### config.mk
export PLATFORM = sky130hd
export DESIGN_NAME = shll_cmp
export DESIGN_NICKNAME = d
export VERILOG_FILES = /design/src/design/shll_pkg.sv /design/src/design/shll_cmp.sv
export SDC_FILE = /design/constraint.sdc
export NUM_CORES = 1
export LEC_CHECK = 0
export ABC_AREA = 1
export BUFFER_PORTS_ARGS = -buffer_cell sky130_fd_sc_hd__buf_2
export CORE_UTILIZATION = 46
export DETAILED_ROUTE_END_ITERATION = 10
export PLACE_DENSITY = 0.9
export SLEW_MARGIN = 20
export SYNTH_ARGS = -nofsm -noshare
export SYNTH_HDL_FRONTEND = slang
export SYNTH_SLANG_ARGS = --single-unit
### constraint.sdc
create_clock -name vclk -period 2.6
set_clock_uncertainty 0.15 [all_clocks]
set_input_delay 0 -clock vclk [all_inputs]
set_output_delay 0 -clock vclk [all_outputs]
set_load 0.05 [all_outputs]
### src/design/shll_pkg.sv
// shll_pkg: field widths, packing offsets and the leading-zero helper
// for the sliding-window HyperLogLog epoch store. No dependencies.
package shll_pkg;

  localparam int BUCKET_BITS_DEF = 10;

  localparam int HASH_W   = 32;
  localparam int EPOCH_W  = 32;
  localparam int BUCKET_W = 10;
  localparam int RANK_W   = 5;

  // Input tdata layout, lowest bit first.
  localparam int IN_HASH_LO   = 0;
  localparam int IN_EPOCH_LO  = IN_HASH_LO + HASH_W;
  localparam int IN_BUCKET_LO = IN_EPOCH_LO + EPOCH_W;
  localparam int IN_MINEP_LO  = IN_BUCKET_LO + BUCKET_W;
  localparam int IN_BITS      = IN_MINEP_LO + EPOCH_W;
  localparam int IN_TDATA_W   = ((IN_BITS + 7) / 8) * 8;

  // Output tdata layout, lowest bit first.
  localparam int OUT_BITS    = RANK_W + BUCKET_W;
  localparam int OUT_TDATA_W = ((OUT_BITS + 7) / 8) * 8;

  // tuser codes.
  localparam logic FUNC_ADD   = 1'b0;
  localparam logic FUNC_QUERY = 1'b1;

  // Leading-zero count of a 32-bit word, binary search in five halving steps.
  function automatic logic [5:0] lzc32(input logic [31:0] x);
    logic [31:0] v;
    logic [5:0]  n;
    v = x;
    n = 6'd0;
    if (v == 32'd0) begin
      n = 6'd32;
    end else begin
      if (v[31:16] == 16'd0) begin
        n = n + 6'd16;
        v = v << 16;
      end
      if (v[31:24] == 8'd0) begin
        n = n + 6'd8;
        v = v << 8;
      end
      if (v[31:28] == 4'd0) begin
        n = n + 6'd4;
        v = v << 4;
      end
      if (v[31:30] == 2'd0) begin
        n = n + 6'd2;
        v = v << 2;
      end
      if (v[31] == 1'b0) begin
        n = n + 6'd1;
      end
    end
    return n;
  endfunction

endpackage

### src/design/shll_cmp.sv
// shll_cmp: the shared unsigned epoch comparator, used by both the add
// update test and the query window test. Depends on shll_pkg.
module shll_cmp (
  input  logic [shll_pkg::EPOCH_W-1:0] lhs,
  input  logic [shll_pkg::EPOCH_W-1:0] rhs,
  output logic                         ge
);

  assign ge = (lhs >= rhs);

endmodule

=== Yosys cells after proc, flatten, opt, wreduce, memory -nomap -nowiden ===
Index checks and enable logic that the tools add are counted.
W data, S select, Z words.

* $lt $le $gt $ge: 1

{| class="wikitable"
|+ Operators by type and width
! operator !! number
|-
| $ge A32 B32 Y1 || 1
|}

* Register bits after elaboration: 0
* Input bits: 64
* Logic and storage cells: 1

=== Depth between registers and ports, before layout ===
Gate-level depths: netlist of the first run.

* Depth in word-level cells: 1
* Gate-level depth with buffers: 13
* Gate-level depth less buffers: 13

=== Worst setup path before layout of the first run ===
No wires, ideal clock.

* Kind: input to output
* Start: input rhs[7] (netlist name)
* End: output ge
* Arrival: 1.080 ns
* Slack: 1.370 ns
* Stages: 12
* Path buffers: 0
* Cell sequence: inv_1 -> ha_1 -> nand2_1 -> inv_2 -> nand2_2 -> nor2_2 -> nor2_1 -> nand2_1 -> nand2_1 -> nand2_1 -> nand2_1 -> nand2_1

* Cells in the longest elaborated chain, start to end: 1

{| class="wikitable"
|+ Ends and longest elaborated chain
! element !! RTL line !! source
|-
| start, declared || shll_cmp.sv:5 || <nowiki>input logic [shll_pkg::EPOCH_W-1:0] rhs,</nowiki>
|-
| $ge A32 B32 Y1 || shll_cmp.sv:9 || <nowiki>assign ge = (lhs >= rhs);</nowiki>
|-
| end, declared || shll_cmp.sv:6 || <nowiki>output logic ge</nowiki>
|}

Every way passes these cells.

=== Worst setup path in the final report of the first run ===
* Start: input rhs[5] (netlist name)
* End: output ge

Same word-level chain as after synthesis.

==> impl_metrics.json, run 1 <==
{
  "fin_crit_sh": 0.524,
  "die_width_um": 45.1,
  "clock_buffers": 0,
  "crit_chain": "buf_2 -> inv_1 -> ha_1 -> nand2_1 -> inv_1 -> nand2_2 -> nor2_2 -> nor2_1 -> nand2_1 -> nand2_1 -> nand2_1 -> nand2_1 -> nand2_1 -> buf_2",
  "p_per_area_nw_per_um2": 144,
  "core_um2": 1730,
  "synth_fp_nets": 235,
  "syn_inst": 139,
  "die-area_um2": 2030,
  "start_kind": "primary input",
  "port_buffers": 65,
  "seq_area_um2": 0,
  "place_congestion": 0.767,
  "path_buf_inv": 4,
  "drtAntennaViolNets": 0,
  "wire_per_inst_um": 9.00,
  "syn_to_final_growth_pct": 41.7,
  "fin_hold_ws_ns": 0.569,
  "grt.total_usage": 0.208,
  "finalWorstSetupSlack_ns": 1.24,
  "worst_slew_pin_slew_ns": 0.250,
  "totalWireLength_um": 2060,
  "cts_hold_buf": 0,
  "vias": 1079,
  "hpwl_um": 1990,
  "cp-end-kind": "primary output",
  "synthDistinctLibCells": 14,
  "die_h_um": 45.1,
  "post-cts-setup-buffers": 0,
  "layout-drive-gt1-share": 0.343,
  "criticalPathCategory": "in2out",
  "hp-class": "in2out",
  "grt_pass1_wl_um": 3320,
  "first_pass_iters": 4,
  "start_util": 0.495,
  "grt.overflow.total": 0,
  "synth_area_per_cell_um2": 6.15,
  "finalSetupTns_ns": 0,
  "hold_viol_final": 0,
  "diodes": 0,
  "outcome": "finished clean",
  "synth_top_area_share": 0.469,
  "ctsResizeCount": 0,
  "pre_cts_slack_ns": 1.24,
  "max_freq_mhz": 733,
  "crit_top_cell": "nand2_1",
  "max_cap_viol_count": 0,
  "netlist_top_cells_area": "ha_1, inv_1, nand2_1",
  "required_ns": 2.45,
  "num_rows": 15,
  "final_cell_count_no_fill": 229,
  "syn_area_um2": 855,
  "antenna_found_initial": 0,
  "drt_iter0_markers": 12,
  "yosys_warnings": 0,
  "vias_per_cell": 4.71,
  "dpl.cell_count": 229,
  "relSlewSlack": 0.835,
  "slew_violations": 0,
  "max_stage_delay_ns": 0.29,
  "vdd_ir_drop_max_v": 0.0000784,
  "arrival_ns": 1.21,
  "grt_pass1_vias": 950,
  "synth_area_leader_cell": "ha_1",
  "cpLargestDelayFamily": "simple AND/OR/NAND/NOR gates",
  "finalNetCount": 302,
  "seq_cell_count": 0,
  "finalCriticalPeriod_ns": 1.36,
  "setup_violations": 0,
  "ys_seq_area_frac": 0,
  "rsz0062_at_grt": "false",
  "drcViolationCount": 0,
  "worstPathMaxFanout": 2,
  "critPathSlowestCell": "ha_1",
  "grt_max_degree": 4,
  "io_pins": 65,
  "leakagePower_nw": 0.853
}
==> stage by stage <==
step	total power [mW]	instance area, um2	utilization
finish	0.175	1210	0.701
global route	0.204	1210	0.701
CTS	0.177	1210	0.701
detailed placement	0.176	1210	0.701
global placement	0.165	1210	0.701
floorplan	0.104	855	-
==> cells in the mapped netlist (all sizes together) <==
master,count
inv,41
nand2,33
ha,32
a21oi,16
nor2,7
o21ai,4
nand4,3
o21a,2
nor3,1
==> report_power, final <==
group	switching, mW	internal, mW	leakage (nW)
registers	0	0	0
clock network	0	0	0
logic	0.0880	0.0868	0.853
==> layout make-up <==
type / instances / area, um2
tap: 25 / 31.3
inverter: 41 / 154
timing repair buffer: 65 / 325
fill: 162 / 515
multi-input combinational: 98 / 701
==> per-layer routing <==
layer / share of wire / global-route usage / vias to the layer above
li1: - / - / 570
met1: 0.37 / 0.214 / 469
met2: 0.58 / 0.458 / 36
met3: 0.039 / 0 / 4
met4: 0.012 / 0.0303 / 0
met5: 0 / 0 / -
==> final timing paths <==
| check | startpoint | end | slack [ns] | cells after the start |
|---|---|---|---|---|
| hold / removal | lhs[16] | ge | 0.57 | 7 |
| setup / recovery | rhs[5] | ge | 1.24 | 14 |
==> layout by cell type (no fill, tap or decap) <==
cell type	n
o21a_1	2
nand2_2	2
a21oi_1	15
nand2_1	31
nand4_1	3
o21ai_1	2
nor2_2	1
o21ai_0	2
nor2_1	6
a21oi_2	1
inv_1	40
nor3_1	1
inv_2	1
ha_1	32
buf_2	65
==> kinds of logic (layout without fill, tap and decap cells) <==
| family | after synthesis | in the layout | share of synthesized area |
|---|---|---|---|
| adder cells (fa/ha/maj) | 32 | 32 | 0.469 |
| AO/OA/AOI/OAI | 22 | 22 | 0.139 |
| buffers and inverters | 41 | 106 | 0.180 |
| AND/OR/NAND/NOR | 44 | 44 | 0.212 |
(Power assumes the default switching activity.)
==> run 2: changes to the inputs <==
--- a/config.mk
+++ b/config.mk
@@ -7,9 +7,9 @@
 export LEC_CHECK = 0
 export ABC_AREA = 1
 export BUFFER_PORTS_ARGS = -buffer_cell sky130_fd_sc_hd__buf_2
-export CORE_UTILIZATION = 46
+export CORE_UTILIZATION = 43
 export DETAILED_ROUTE_END_ITERATION = 10
-export PLACE_DENSITY = 0.9
+export PLACE_DENSITY = 0.85
 export SLEW_MARGIN = 20
 export SYNTH_ARGS = -nofsm -noshare
 export SYNTH_HDL_FRONTEND = slang
==> constraint.sdc (replaced) <==
create_clock -name vclk -period 1.4
set_clock_uncertainty 0.15 [all_clocks]
set_input_delay 0 -clock vclk [all_inputs]
set_output_delay 0 -clock vclk [all_outputs]
set_load 0.05 [all_outputs]
==> impl_metrics.json, run 2 (synthesis gave the netlist of run 1 again) <==
{
  "io_pins": 65,
  "seq_area_um2": 0,
  "busiest_layer": "met2",
  "seqPwrFrac": 0,
  "cpLargestDelayFamily": "compound AO/OA/AOI/OAI gates",
  "hp-class": "in2out",
  "outcome": "finished clean",
  "start_util": 0.474,
  "hold_viol_final": 0,
  "num_rows": 15,
  "leakagePower_nw": 0.856,
  "clock_buffers": 0,
  "hp-start": "lhs[16]",
  "core_um2": 1800,
  "power_frac_clock": 0,
  "antenna_found_initial": 0,
  "required_ns": 1.25,
  "p_comb_frac": 1.000,
  "first_pass_iters": 4,
  "netSwitchingPower_uw": 168,
  "vias": 1035,
  "grt_pass1_wl_um": 3010,
  "power.internal_uw": 171,
  "grt.met2_usage": 0.406,
  "worst_slew_pin_slew_ns": 0.279,
  "critPathSlowestCell": "ha_1",
  "final_cell_mix": "buf_2, inv_1, nand2_1",
  "nFillCells": 174,
  "max_cap_viol_count": 0,
  "grt.total_usage": 0.182,
  "criticalPathCategory": "in2out",
  "hpwl_um": 1870,
  "fin_crit_sh": 0.932,
  "diodes": 0,
  "die-area_um2": 2170,
  "vias_per_cell": 4.52,
  "totalWireLength_um": 2030,
  "drcViolationCount": 0,
  "swShare": 0.496,
  "syn_to_final_growth_pct": 45.8,
  "start_kind": "primary input",
  "layout-drive-gt1-share": 0.358,
  "die_width_um": 46.6,
  "p_per_area_nw_per_um2": 272,
  "drt_iter0_markers": 6,
  "max_stage_delay_ns": 0.30,
  "met1_usage": 0.179,
  "multi_input_comb_area_um2": 729,
  "finalNetCount": 302,
  "grt_pass1_vias": 883,
  "finalCriticalPeriod_ns": 1.30,
  "arrival_ns": 1.15,
  "seq_cell_count": 0,
  "grt_max_degree": 4,
  "worstPathMaxFanout": 3,
  "final_common_cell": "buf_2",
  "place_congestion": 0.811,
  "crit_top_cell": "nand2_1",
  "cp-startpoint": "lhs[11]",
  "vdd_ir_drop_max_v": 0.000131,
  "wire_per_inst_um": 8.87,
  "worstHoldEndpoint": "ge",
  "grt.overflow.total": 0,
  "path_buf_inv": 2,
  "slew_violations": 0,
  "die_h_um": 46.6,
  "power_uw": 339,
  "finalSetupTns_ns": 0,
  "hold_depth": 7,
  "use_met3": 0,
  "drtAntennaViolNets": 0,
  "max_freq_mhz": 767,
  "port_buffers": 65,
  "cp-end-kind": "primary output",
  "relSlewSlack": 0.812,
  "setup_violations": 0,
  "crit_chain": "buf_2 -> ha_1 -> nand2_1 -> o21ai_0 -> a21oi_2 -> nand2_1 -> nand2_1 -> nand2_1 -> buf_6"
}
## run 2: per-stage QoR
stage	setup WS (ns)	hold slack (ns)	cell area, um2	util	cells
2_1_floorplan	0.170	0.484	855	-	139
3_3_place_gp	0.0733	0.580	1210	0.672	229
3_5_place_dp	0.0245	0.577	1210	0.672	229
4_1_cts	0.0218	0.581	1210	0.672	229
5_1_grt	-0.00350	0.578	1250	0.692	229
6_report	0.0954	0.515	1250	0.692	229
## run 2: cell type report
class                      count  area share
inverter                      41       0.123
multi-input combinational     98       0.585
tap                           25      0.0251
timing repair buffer          65       0.266
## run 2: worst max-delay path by stage
stage / end / slack [ns] / cells after the start
after CTS: ge / 0.02 / 9
after global routing: ge / -0.003 / 14
final: ge / 0.1 / 9
after detailed placement: ge / 0.02 / 9
after global placement: ge / 0.07 / 14
after floorplan: ge / 0.17 / 12
## run 2: repair_timing
action | 4_1_cts | 5_1_grt
resized for setup | 0 | 6
setup buffers | 0 | 0
hold buffers | 0 | 0
endpoints found under the setup margin | 0 | 1
## run 2: routing by layer
layer	routed length, um	part of all wire	vias up
met5	0	0	-
met4	12	0.0059	0
met3	89	0.044	2
met2	1150	0.57	36
met1	779	0.38	428
li1	-	-	569
## run 2: power by group through the flow
| stage | logic [mW] | registers [mW] | clock network (mW) |
|---|---|---|---|
| 2_1_floorplan | 0.193 | 0 | 0 |
| 5_1_grt | 0.393 | 0 | 0 |
| 6_report | 0.339 | 0 | 0 |
| 3_3_place_gp | 0.306 | 0 | 0 |
| 3_5_place_dp | 0.325 | 0 | 0 |
| 4_1_cts | 0.327 | 0 | 0 |
